## src/design/lpr_pkg.sv

```systemverilog
// Shared constants, types and helpers for the link printer packet responder.
`timescale 1ns / 1ps
`default_nettype none

package lpr_pkg;

    localparam int unsigned ImageBufferBytes = 1024;
    localparam int unsigned SettingsBytes    = 4;

    localparam logic [7:0] CMD_PRINT = 8'h02;
    localparam logic [7:0] CMD_DATA  = 8'h04;

    // Bit positions of the printer status flags
    localparam int unsigned FLAG_CKERR  = 0;
    localparam int unsigned FLAG_BUSY   = 1;
    localparam int unsigned FLAG_FULL   = 2;
    localparam int unsigned FLAG_UNPROC = 3;

    localparam logic [15:0] SYNC_RESET   = 16'h8833;
    localparam logic [7:0]  DEVICE_RESET = 8'h81;

    localparam logic [15:0] SUM_LOW_MASK  = 16'h00FF;
    localparam logic [15:0] SUM_HIGH_MASK = 16'hFF00;

    typedef logic [16:0] t_cap;

    typedef struct packed {
        logic       reply_bit;
        logic       byte_valid;
        logic [7:0] byte_value;
        logic       payload_valid;
        logic       payload_target;
        logic [9:0] payload_index;
        logic       packet_done;
        logic       checksum_good;
        logic [7:0] packet_command;
        logic [7:0] status_sent;
        logic       length_fault;
    } t_result;

    // Buffer capacity for a command; zero when the command has no buffer
    function automatic t_cap buffer_size(input logic [7:0] cmd);
        t_cap cap;
        cap = '0;
        if (cmd == CMD_DATA) begin
            cap = t_cap'(ImageBufferBytes);
        end else if (cmd == CMD_PRINT) begin
            cap = t_cap'(SettingsBytes);
        end
        return cap;
    endfunction

endpackage

`default_nettype wire

```

## src/design/lpr_engine.sv

```systemverilog
// Link state, byte assembly, packet parser and reply shifter for one pin sample.
`timescale 1ns / 1ps
`default_nettype none

module lpr_engine
    import lpr_pkg::*;
(
    input  wire logic        i_clk,
    input  wire logic        i_rst_n,
    input  wire logic        i_step,
    input  wire logic        i_clock_level,
    input  wire logic        i_data_bit,
    input  wire logic        i_print_finished,
    input  wire logic [15:0] i_sync_pattern,
    input  wire logic [7:0]  i_device_code,
    output t_result          o_result
);

    localparam logic [3:0] ST_COMMAND  = 4'd0;
    localparam logic [3:0] ST_COMPRESS = 4'd1;
    localparam logic [3:0] ST_LEN_LO   = 4'd2;
    localparam logic [3:0] ST_LEN_HI   = 4'd3;
    localparam logic [3:0] ST_PAYLOAD  = 4'd4;
    localparam logic [3:0] ST_SUM_LO   = 4'd5;
    localparam logic [3:0] ST_SUM_HI   = 4'd6;
    localparam logic [3:0] ST_DEVICE   = 4'd7;
    localparam logic [3:0] ST_STATUS   = 4'd8;

    logic        r_clock_prev, n_clock_prev;
    logic        r_first_seen, n_first_seen;
    logic        r_aligned, n_aligned;
    logic [15:0] r_preamble, n_preamble;
    logic [2:0]  r_bitpos, n_bitpos;
    logic [7:0]  r_rx, n_rx;
    logic [7:0]  r_tx_staged, n_tx_staged;
    logic [7:0]  r_tx_shift, n_tx_shift;
    logic [3:0]  r_stage, n_stage;
    logic [7:0]  r_command, n_command;
    logic [15:0] r_len, n_len;
    logic [15:0] r_count, n_count;
    logic [15:0] r_sum, n_sum;
    logic [15:0] r_rx_sum, n_rx_sum;
    logic [3:0]  r_flags, n_flags;
    logic        r_fault, n_fault;
    logic        r_reply, n_reply;

    logic [15:0] v_pre;
    logic [7:0]  v_rx;
    logic [7:0]  v_tx;
    logic [15:0] v_sum;
    logic [15:0] v_len;
    t_cap        v_cap;
    t_result     v_res;

    always_comb begin
        n_clock_prev = r_clock_prev;
        n_first_seen = r_first_seen;
        n_aligned    = r_aligned;
        n_preamble   = r_preamble;
        n_bitpos     = r_bitpos;
        n_rx         = r_rx;
        n_tx_staged  = r_tx_staged;
        n_tx_shift   = r_tx_shift;
        n_stage      = r_stage;
        n_command    = r_command;
        n_len        = r_len;
        n_count      = r_count;
        n_sum        = r_sum;
        n_rx_sum     = r_rx_sum;
        n_flags      = r_flags;
        n_fault      = r_fault;
        n_reply      = r_reply;
        v_pre        = {r_preamble[14:0], i_data_bit};
        v_rx         = r_rx | (i_data_bit ? (8'd1 << r_bitpos) : 8'd0);
        v_tx         = (r_bitpos == 3'd7) ? r_tx_staged : r_tx_shift;
        v_sum        = r_sum + {8'd0, v_rx};
        v_len        = {v_rx, r_len[7:0]};
        v_cap        = buffer_size(r_command);
        v_res        = '0;

        if (i_print_finished) begin
            n_flags[FLAG_BUSY] = 1'b0;
            n_flags[FLAG_FULL] = 1'b0;
        end

        if (!r_first_seen) begin
            n_first_seen = 1'b1;
        end else if (i_clock_level != r_clock_prev) begin
            if (i_clock_level) begin
                if (!r_aligned) begin
                    // Hunt for the preamble one bit per rising edge
                    n_preamble = v_pre;
                    if (v_pre == i_sync_pattern) begin
                        n_aligned = 1'b1;
                        n_bitpos  = 3'd7;
                        n_rx      = '0;
                    end
                end else if (r_bitpos != 3'd0) begin
                    n_rx     = v_rx;
                    n_bitpos = r_bitpos - 3'd1;
                end else begin
                    n_bitpos         = 3'd7;
                    n_rx             = '0;
                    v_res.byte_valid = 1'b1;
                    v_res.byte_value = v_rx;
                    case (r_stage)
                        ST_COMPRESS: begin
                            n_sum   = v_sum;
                            n_stage = ST_LEN_LO;
                        end
                        ST_LEN_LO: begin
                            n_len   = {8'd0, v_rx};
                            n_sum   = v_sum;
                            n_stage = ST_LEN_HI;
                        end
                        ST_LEN_HI: begin
                            n_len   = v_len;
                            n_sum   = v_sum;
                            if ((v_len != 16'd0) &&
                                ((v_cap == '0) || ({1'b0, v_len} > v_cap))) begin
                                n_fault = 1'b1;
                            end
                            n_count = '0;
                            n_stage = (v_len != 16'd0) ? ST_PAYLOAD : ST_SUM_LO;
                        end
                        ST_PAYLOAD: begin
                            n_sum = v_sum;
                            // Emit only bytes that land inside an existing buffer
                            if ((v_cap != '0) && ({1'b0, r_count} < v_cap)) begin
                                v_res.payload_valid  = 1'b1;
                                v_res.payload_target = (r_command == CMD_PRINT);
                                v_res.payload_index  = r_count[9:0];
                            end
                            n_count = r_count + 16'd1;
                            if (n_count >= r_len) begin
                                n_stage = ST_SUM_LO;
                            end
                        end
                        ST_SUM_LO: begin
                            n_rx_sum = {8'd0, v_rx} & SUM_LOW_MASK;
                            n_stage  = ST_SUM_HI;
                        end
                        ST_SUM_HI: begin
                            n_rx_sum    = r_rx_sum | ({v_rx, 8'd0} & SUM_HIGH_MASK);
                            n_tx_staged = i_device_code;
                            n_stage     = ST_DEVICE;
                        end
                        ST_DEVICE: begin
                            n_flags[FLAG_CKERR] = (r_sum != r_rx_sum);
                            if (r_command == CMD_DATA) begin
                                n_flags[FLAG_UNPROC] = 1'b1;
                            end else if (r_command == CMD_PRINT) begin
                                n_flags[FLAG_UNPROC] = 1'b0;
                                n_flags[FLAG_BUSY]   = 1'b1;
                                n_flags[FLAG_FULL]   = 1'b1;
                            end
                            n_tx_staged = {4'd0, n_flags};
                            n_stage     = ST_STATUS;
                        end
                        ST_STATUS: begin
                            // Close the packet and drop back to preamble hunt
                            v_res.packet_done   = 1'b1;
                            v_res.checksum_good = (r_sum == r_rx_sum);
                            v_res.status_sent   = r_tx_shift;
                            n_stage     = ST_COMMAND;
                            n_aligned   = 1'b0;
                            n_preamble  = '0;
                            n_bitpos    = '0;
                            n_tx_staged = '0;
                        end
                        default: begin
                            n_command = v_rx;
                            n_sum     = {8'd0, v_rx};
                            n_fault   = 1'b0;
                            n_len     = '0;
                            n_stage   = ST_COMPRESS;
                        end
                    endcase
                    v_res.length_fault = n_fault;
                end
            end else begin
                if (r_aligned) begin
                    if (r_bitpos == 3'd7) begin
                        n_tx_shift  = r_tx_staged;
                        n_tx_staged = '0;
                    end
                    n_reply = v_tx[r_bitpos];
                end else begin
                    n_reply = 1'b0;
                end
            end
        end
        n_clock_prev = i_clock_level;

        v_res.reply_bit      = n_reply;
        v_res.packet_command = n_command;
    end

    assign o_result = v_res;

    always_ff @(posedge i_clk) begin
        if (!i_rst_n) begin
            r_clock_prev <= 1'b0;
            r_first_seen <= 1'b0;
            r_aligned    <= 1'b0;
            r_preamble   <= '0;
            r_bitpos     <= '0;
            r_rx         <= '0;
            r_tx_staged  <= '0;
            r_tx_shift   <= '0;
            r_stage      <= ST_COMMAND;
            r_command    <= '0;
            r_len        <= '0;
            r_count      <= '0;
            r_sum        <= '0;
            r_rx_sum     <= '0;
            r_flags      <= '0;
            r_fault      <= 1'b0;
            r_reply      <= 1'b0;
        end else if (i_step) begin
            r_clock_prev <= n_clock_prev;
            r_first_seen <= n_first_seen;
            r_aligned    <= n_aligned;
            r_preamble   <= n_preamble;
            r_bitpos     <= n_bitpos;
            r_rx         <= n_rx;
            r_tx_staged  <= n_tx_staged;
            r_tx_shift   <= n_tx_shift;
            r_stage      <= n_stage;
            r_command    <= n_command;
            r_len        <= n_len;
            r_count      <= n_count;
            r_sum        <= n_sum;
            r_rx_sum     <= n_rx_sum;
            r_flags      <= n_flags;
            r_fault      <= n_fault;
            r_reply      <= n_reply;
        end
    end

endmodule

`default_nettype wire

```

## src/design/link_printer_packet_responder_core.sv

```systemverilog
// Top level of the link printer packet responder: handshake, config and result register.
`timescale 1ns / 1ps
`default_nettype none

// Channel      Valid     Stall     Payload
// ----------   -------   -------   -----------------------------------------------
// sample in    i_valid   o_stall   i_clock_level, i_data_bit, i_print_finished
// result out   o_valid   i_stall   o_reply_bit .. o_length_fault (one per sample)
// config       i_cfg_we  (none)    i_cfg_index, i_cfg_data
//
// One sample transaction per clock is sustained while i_stall stays low; each sample goes
// input register -> engine logic -> result register, and its result is on the outputs
// once the result register has loaded it.
// Reset (i_rst_n low, synchronous) clears link state, the parser and both pipeline
// valids, and restores sync_pattern 0x8833 and device_code 0x81.
// A stall on the output holds the result register; the input register then holds
// one more sample and o_stall rises only once both stages are full.

module link_printer_packet_responder_core
    import lpr_pkg::*;
(
    input  wire logic        i_clk,
    input  wire logic        i_rst_n,
    // sample channel
    input  wire logic        i_valid,
    output logic             o_stall,
    input  wire logic        i_clock_level,
    input  wire logic        i_data_bit,
    input  wire logic        i_print_finished,
    // result channel
    output logic             o_valid,
    input  wire logic        i_stall,
    output logic             o_reply_bit,
    output logic             o_byte_valid,
    output logic [7:0]       o_byte_value,
    output logic             o_payload_valid,
    output logic             o_payload_target,
    output logic [9:0]       o_payload_index,
    output logic             o_packet_done,
    output logic             o_checksum_good,
    output logic [7:0]       o_packet_command,
    output logic [7:0]       o_status_sent,
    output logic             o_length_fault,
    // configuration port
    input  wire logic        i_cfg_we,
    input  wire logic        i_cfg_index,
    input  wire logic [15:0] i_cfg_data
);

    localparam logic REG_SYNC   = 1'b0;
    localparam logic REG_DEVICE = 1'b1;

    logic [15:0] r_sync;
    logic [7:0]  r_device;

    logic        r_in_valid;
    logic        r_in_clock;
    logic        r_in_data;
    logic        r_in_pf;
    logic        r_out_valid;
    t_result     r_res;
    t_result     w_res;
    logic        w_step;
    logic        w_in_ready;

    // Advance the input stage whenever the result register is free or being drained
    assign w_step     = r_in_valid && (!r_out_valid || !i_stall);
    assign w_in_ready = !r_in_valid || w_step;
    assign o_stall    = !w_in_ready;
    assign o_valid    = r_out_valid;

    // Configuration registers; the user must write them only while the block is idle (not enforced here)
    always_ff @(posedge i_clk) begin
        if (!i_rst_n) begin
            r_sync   <= SYNC_RESET;
            r_device <= DEVICE_RESET;
        end else if (i_cfg_we) begin
            case (i_cfg_index)
                REG_SYNC:   r_sync   <= i_cfg_data;
                REG_DEVICE: r_device <= i_cfg_data[7:0];
                default:    r_sync   <= r_sync;
            endcase
        end
    end

    // Input register: take a sample transaction whenever the stage can move on
    always_ff @(posedge i_clk) begin
        if (!i_rst_n) begin
            r_in_valid <= 1'b0;
        end else if (w_in_ready) begin
            r_in_valid <= i_valid;
        end
    end

    always_ff @(posedge i_clk) begin
        if (i_valid && w_in_ready) begin
            r_in_clock <= i_clock_level;
            r_in_data  <= i_data_bit;
            r_in_pf    <= i_print_finished;
        end
    end

    lpr_engine u_engine (
        .i_clk            (i_clk),
        .i_rst_n          (i_rst_n),
        .i_step           (w_step),
        .i_clock_level    (r_in_clock),
        .i_data_bit       (r_in_data),
        .i_print_finished (r_in_pf),
        .i_sync_pattern   (r_sync),
        .i_device_code    (r_device),
        .o_result         (w_res)
    );

    // Result register: load on step, drop valid once the transaction is taken
    always_ff @(posedge i_clk) begin
        if (!i_rst_n) begin
            r_out_valid <= 1'b0;
        end else if (!r_out_valid || !i_stall) begin
            r_out_valid <= r_in_valid;
        end
    end

    always_ff @(posedge i_clk) begin
        if (w_step) begin
            r_res <= w_res;
        end
    end

    assign o_reply_bit      = r_res.reply_bit;
    assign o_byte_valid     = r_res.byte_valid;
    assign o_byte_value     = r_res.byte_value;
    assign o_payload_valid  = r_res.payload_valid;
    assign o_payload_target = r_res.payload_target;
    assign o_payload_index  = r_res.payload_index;
    assign o_packet_done    = r_res.packet_done;
    assign o_checksum_good  = r_res.checksum_good;
    assign o_packet_command = r_res.packet_command;
    assign o_status_sent    = r_res.status_sent;
    assign o_length_fault   = r_res.length_fault;

endmodule

`default_nettype wire
```

## config.mk

```make
export PLATFORM = sky130hd
export DESIGN_NAME = link_printer_packet_responder_core
export DESIGN_NICKNAME = d
export VERILOG_FILES = /design/src/design/lpr_pkg.sv /design/src/design/lpr_engine.sv /design/src/design/link_printer_packet_responder_core.sv
export SDC_FILE = /design/constraint.sdc
export NUM_CORES = 1
export LEC_CHECK = 0
export BUFFER_PORTS_ARGS = -buffer_cell sky130_fd_sc_hd__buf_2
export CAP_MARGIN = 20
export CELL_PAD_IN_SITES_DETAIL_PLACEMENT = 0
export CELL_PAD_IN_SITES_GLOBAL_PLACEMENT = 1
export CORE_MARGIN = 2
export CORE_UTILIZATION = 50
export CTS_CLUSTER_DIAMETER = 60
export CTS_CLUSTER_SIZE = 40
export DETAILED_ROUTE_END_ITERATION = 10
export GPL_ROUTABILITY_DRIVEN = 0
export GPL_TIMING_DRIVEN = 0
export PLACE_DENSITY_LB_ADDON = 0.1
export SETUP_SLACK_MARGIN = 0.1
export SYNTH_ARGS = -nofsm -noshare
export SYNTH_HDL_FRONTEND = slang
export SYNTH_SLANG_ARGS = --single-unit
export TNS_END_PERCENT = 5
```

## constraint.sdc

```tcl
create_clock -name i_clk -period 11.93 [get_ports i_clk]
set_input_delay 0 -clock i_clk [delete_from_list [all_inputs] [get_ports i_clk]]
set_output_delay 0 -clock i_clk [all_outputs]
set_load 0.1 [all_outputs]
```

==> impl.org <==
** Run status
- The flow ran to the end, and the final reports show no timing, DRC or antenna violations.

** Power
- Of the total power, the clock network draws 0.420.
- The analysis attributes to net switching a power of 341 µW.
- VDD sags by at most 0.000101 V.
- The internal power of the cells totals 1.03 mW.
- In this run the static leakage power is 4.32 nW.
- Portion of total power attributed to combinational logic :: 0.074
- Total design power :: 1.37 mW
- Of the total power, the share spent switching nets is 0.249.
- Of the total power, registers draw 0.506.
- Total power per unit cell area :: 125 mW/mm²

** Yosys
- Post-synthesis async set-or-reset flop share :: 0
- The number of different library cells used by synthesis comes to 61.
- Cell type contributing the most total cell area after synthesis :: sky130_fd_sc_hd__dfxtp_1
- Sequential cell area fraction in the yosys report :: 0.462
- Average size of a mapped cell :: 8.84 µm²
- Synthesis produced a netlist whose cell count is 1,068.
- Syn Nets :: 1,129
- The most used flip-flop cell after synthesis is sky130_fd_sc_hd__dfxtp_1.
- In this run the cell area of the synthesized design comes to 0.00944 mm².
- Post-synth EDFFs :: 44
- Most area-consuming cells after synthesis :: sky130_fd_sc_hd__dfxtp_1 32%, sky130_fd_sc_hd__edfxtp_1 14%, sky130_fd_sc_hd__nor2_1 6.4%
- Fraction of synthesized cell area taken by the top area cell type :: 0.322
- Synthesis-stage register bit count :: 196
- For this run, the number of Yosys warnings is 0.

** Placed design
- Input and output buffers added on the ports amount to 66.
- In this run, placement finished with an instance count of 1,375.
- Detailed-placement wirelength estimate :: 17,600 µm
- Instance area at placement :: 0.0101 mm²
- Worst setup slack after placement :: 7790 ps

** Flow run
- The tool flagged a number of max-cap violations equal to 0.

** Setup path
- Traced cell by cell, the critical path runs through inv_1 > ha_1 > nor2b_1 > a21oi_1 > inv_1 > ha_1 > fa_1 > a211oi_1 > o21bai_1 > a2111oi_0 > buf_1 > or2_2 > or3_1 > a21oi_1.
- STA puts the critical path data required time at 12,220 ps.
- For this run, the slowest stage of the critical path takes 500 ps.
- Buffering stage count on the worst path with inverters included :: 3
- Data on the critical path arrives at its endpoint at 4480 ps.
- By startpoint and endpoint, the worst setup path is classified as reg -> reg.
- Largest fanout of any net on the critical path :: 8
- The worst setup path is launched from a register.
- Kind of cell with the highest combined delay on the critical path :: compound AO/OA/AOI/OAI gates
- Worst-path cell with the longest stage delay :: sky130_fd_sc_hd__a2111oi_0
- Crit path capture type :: register

** Clocking
- Number of buffers created by CTS :: 17
- In this run the post-CTS setup repair buffer count came out at 0.
- Counting every sink on the clock net gives 196.
- Root buf cell :: sky130_fd_sc_hd__clkbuf_16
- H-tree level count :: 4
- Post-cts repair resize count :: 0
- TritonCTS built the clock tree.
- CTS Buffer Depth :: 2
- For the worst-skew pair, the clock arrives at the later sink with an insertion delay of 430 ps.
- Clock-pin slew of the registers on the worst-case setup and hold paths :: 70 ps

** Cells and area
- Net count reported at finish :: 1,243
- Multi-input logic area :: 0.00466 mm²
- Relative area change from synthesis to final layout :: 15.9%
- Of the cells placed in the final design, the portion with a size suffix greater than 1 is 0.115.
- The sequential cells in the finished layout cover a total of 0.00436 mm².
- Fill count :: 1,702
- Final core utilization :: 0.587
- Cell area after layout :: 0.0109 mm²
- The number of antenna diodes in the final layout is 0.
- Filler-free cell count of the finished design :: 1,429

** Global route
- Most used routing layer :: met2
- For this run, global-route usage on met1 was measured as 0.349.
- For met3 alone, demand over resource in global routing was 0.0378.
- Antenna violations before repair :: 0
- Across every metal layer, demand over resource in global routing totals 0.247.
- Vias in the first global route :: 7,431
- The first global-routing pass estimated 39,000 µm of wire.
- Entering global routing, the biggest net connects 39 pins.
- Summed over all layers, the global routing overflow is 0.
- Global Route met2 Usage :: 0.404

** Routing
- In this run, the number of DRC markers left after iteration 0 of detailed routing was 414.
- Number of design rule violations left after detail routing :: 0
- The routed design has 24,100 µm of wire.
- Detail Route Antenna Nets :: 0
- Using the TritonRoute via totals, the vias-per-cell ratio works out to 5.57.
- Drt first pass iters :: 5
- Vias after detailed routing :: 7,957
- In the final routed layout, each cell accounts on average for 16.8 µm.

** STA
- The max-slew violation count came to 0.
- Headroom to the max-slew limit came out at 0.283.
- In the final timing run, aggregate negative setup slack is 0 ps.
- Worst clock skew :: 9.78 ps
- Subtracting the final worst setup slack from the clock period gives 4190 ps.
- In the post-route analysis, the smallest setup slack over all paths is 7740 ps.
- Fin Hold WS :: 50.0 ps
- Endpoints failing setup :: 0
- Maximum achievable frequency :: 238 MHz
- The number of endpoints with negative hold slack in the final report is 0.
- Setup repair after global routing left no endpoint under its margin.
- Dividing the final minimum period by the clock period gives 0.351.
- Worst-Margin Slew :: 1070 ps

** Die
- Die W :: 141 µm
- Std cell rows :: 50
- After floorplanning, the core was sized to cover 0.0186 mm².
- The initial utilization of the core area, before any placement, comes to 0.507.
- Die H :: 141 µm
- The die covers 0.0200 mm².
- Pin placement for this block handled 68 I/O pins.

** Hold path
- Type of the most critical hold path :: in -> reg
timing repair:
item | CTS | global route
hold buffers | 21 | 0
setup endpoints to repair | 0 | 0
endpoints found under the hold margin | 32 | 0
layer usage:
metal | share of wire | wire (µm) | vias to the layer above
met5 | 0 | 0 | -
met4 | 0.0089 | 214 | 0
met3 | 0.040 | 970 | 18
met2 | 0.46 | 11200 | 165
met1 | 0.49 | 11700 | 3785
li1 | - | - | 3989
cell usage after synthesis (6+ instances only):
cell / instances
sky130_fd_sc_hd__or2_2: 7
sky130_fd_sc_hd__a31oi_1: 7
sky130_fd_sc_hd__nor3_1: 35
sky130_fd_sc_hd__nand4_1: 14
sky130_fd_sc_hd__o211ai_1: 9
sky130_fd_sc_hd__xnor2_1: 35
sky130_fd_sc_hd__ha_1: 35
sky130_fd_sc_hd__nor4_1: 14
sky130_fd_sc_hd__a22oi_1: 31
sky130_fd_sc_hd__a211oi_1: 19
sky130_fd_sc_hd__and2_1: 14
sky130_fd_sc_hd__or3_1: 9
sky130_fd_sc_hd__inv_1: 41
sky130_fd_sc_hd__nand2b_1: 11
sky130_fd_sc_hd__xor2_1: 23
sky130_fd_sc_hd__o21ai_0: 24
sky130_fd_sc_hd__a22o_1: 6
sky130_fd_sc_hd__nor2b_1: 8
sky130_fd_sc_hd__dfxtp_1: 152
sky130_fd_sc_hd__a21oi_1: 99
sky130_fd_sc_hd__nor2_1: 162
sky130_fd_sc_hd__nand3_1: 28
sky130_fd_sc_hd__clkbuf_1: 45
sky130_fd_sc_hd__and3_1: 19
sky130_fd_sc_hd__nand2_1: 91
sky130_fd_sc_hd__mux2i_1: 13
sky130_fd_sc_hd__edfxtp_1: 44
worst register-to-register path: stages, from the launching register on:
cell                        delay (ps)
sky130_fd_sc_hd__dfxtp_1           490
sky130_fd_sc_hd__inv_1             140
sky130_fd_sc_hd__ha_1              330
sky130_fd_sc_hd__nor2b_1           200
sky130_fd_sc_hd__a21oi_1           450
sky130_fd_sc_hd__inv_1             160
sky130_fd_sc_hd__ha_1              280
sky130_fd_sc_hd__fa_1              460
sky130_fd_sc_hd__a211oi_1          330
sky130_fd_sc_hd__o21bai_1          150
sky130_fd_sc_hd__a2111oi_0         500
sky130_fd_sc_hd__buf_1             260
sky130_fd_sc_hd__or2_2             160
sky130_fd_sc_hd__or3_1              90
sky130_fd_sc_hd__a21oi_1            50
registers in the layout, summed over array words and instances, names as in the netlist, 10 cells and up:
register / count
u_engine.r_sum: 16
u_engine.r_preamble: 15
u_engine.r_len: 16
u_engine.r_count: 16
u_engine.r_rx_sum: 16
r_sync: 16
o_payload_index: 10
layout make-up:
class,count,share of cell area
buffer,57,0.0237
clock buffer,23,0.0456
clock inverter,9,0.00846
inverter,42,0.0144
multi-input combinational,773,0.426
sequential,196,0.399
tap,234,0.0267
timing repair buffer,95,0.0563
cell families after synthesis:
| group | share of synthesized area |
|---|---|
| muxes | 0.0197 |
| DFF | 0.462 |
| buffers and inverters | 0.0440 |
| AOI/OAI and AO/OA | 0.155 |
| adders and majority gates | 0.0485 |
| and+or+nand+nor | 0.217 |
| xor gates and xnor gates | 0.0538 |
layout by cell type, fill, tap and decap left out, types with 4 or more instances in the layout:
master | Yosys | layout
sky130_fd_sc_hd__a21o_1 | 5 | 5
sky130_fd_sc_hd__or3_1 | 9 | 9
sky130_fd_sc_hd__a22o_1 | 6 | 6
sky130_fd_sc_hd__and2_1 | 14 | 14
sky130_fd_sc_hd__dfxtp_1 | 152 | 152
sky130_fd_sc_hd__buf_2 | 5 | 71
sky130_fd_sc_hd__dlygate4sd3_1 | 0 | 21
sky130_fd_sc_hd__nand3_1 | 28 | 28
sky130_fd_sc_hd__nand2b_1 | 11 | 11
sky130_fd_sc_hd__o21ai_0 | 24 | 24
sky130_fd_sc_hd__inv_1 | 41 | 41
sky130_fd_sc_hd__clkbuf_1 | 45 | 46
sky130_fd_sc_hd__clkinv_4 | 0 | 4
sky130_fd_sc_hd__nand2_1 | 91 | 91
sky130_fd_sc_hd__nor4_1 | 14 | 14
sky130_fd_sc_hd__nand4_1 | 14 | 14
sky130_fd_sc_hd__nor2_1 | 162 | 162
sky130_fd_sc_hd__nor2b_1 | 8 | 8
sky130_fd_sc_hd__buf_6 | 5 | 7
sky130_fd_sc_hd__xnor2_1 | 35 | 35
sky130_fd_sc_hd__nor3b_1 | 4 | 4
sky130_fd_sc_hd__mux2i_1 | 13 | 13
sky130_fd_sc_hd__a211oi_1 | 19 | 19
sky130_fd_sc_hd__or2_2 | 7 | 7
sky130_fd_sc_hd__a21oi_1 | 99 | 99
sky130_fd_sc_hd__o211ai_1 | 9 | 9
sky130_fd_sc_hd__and3_1 | 19 | 19
sky130_fd_sc_hd__a31oi_1 | 7 | 7
sky130_fd_sc_hd__o21a_1 | 5 | 5
sky130_fd_sc_hd__xor2_1 | 23 | 23
sky130_fd_sc_hd__ha_1 | 35 | 35
sky130_fd_sc_hd__nor3_1 | 35 | 35
sky130_fd_sc_hd__clkbuf_16 | 0 | 18
sky130_fd_sc_hd__a22oi_1 | 31 | 31
sky130_fd_sc_hd__edfxtp_1 | 44 | 44
power groups by stage:
stage                     Sequential (mW)  Combinational, mW  Clock, mW
after floorplan                     0.755             0.0263          0
after global placement              0.710             0.0946          0
after detailed placement            0.709             0.0962          0
after CTS                           0.694              0.101      0.584
after global routing                0.695              0.107      0.613
final                               0.694              0.101      0.576
final timing paths:
kind | startpoint | cells past startpoint | slack [ps] | end
setup / recovery | u_engine.r_bitpos[0] | 14 | 7740 | u_engine.r_sum[14]
hold / removal | i_cfg_index | 5 | 50 | r_sync[8]
hold reg to reg | r_device[2] | 2 | 460 | r_device[2]
setup reg to reg | u_engine.r_bitpos[0] | 14 | 7740 | u_engine.r_sum[14]
No activity file was read; power rests on OpenSTA's default activity.
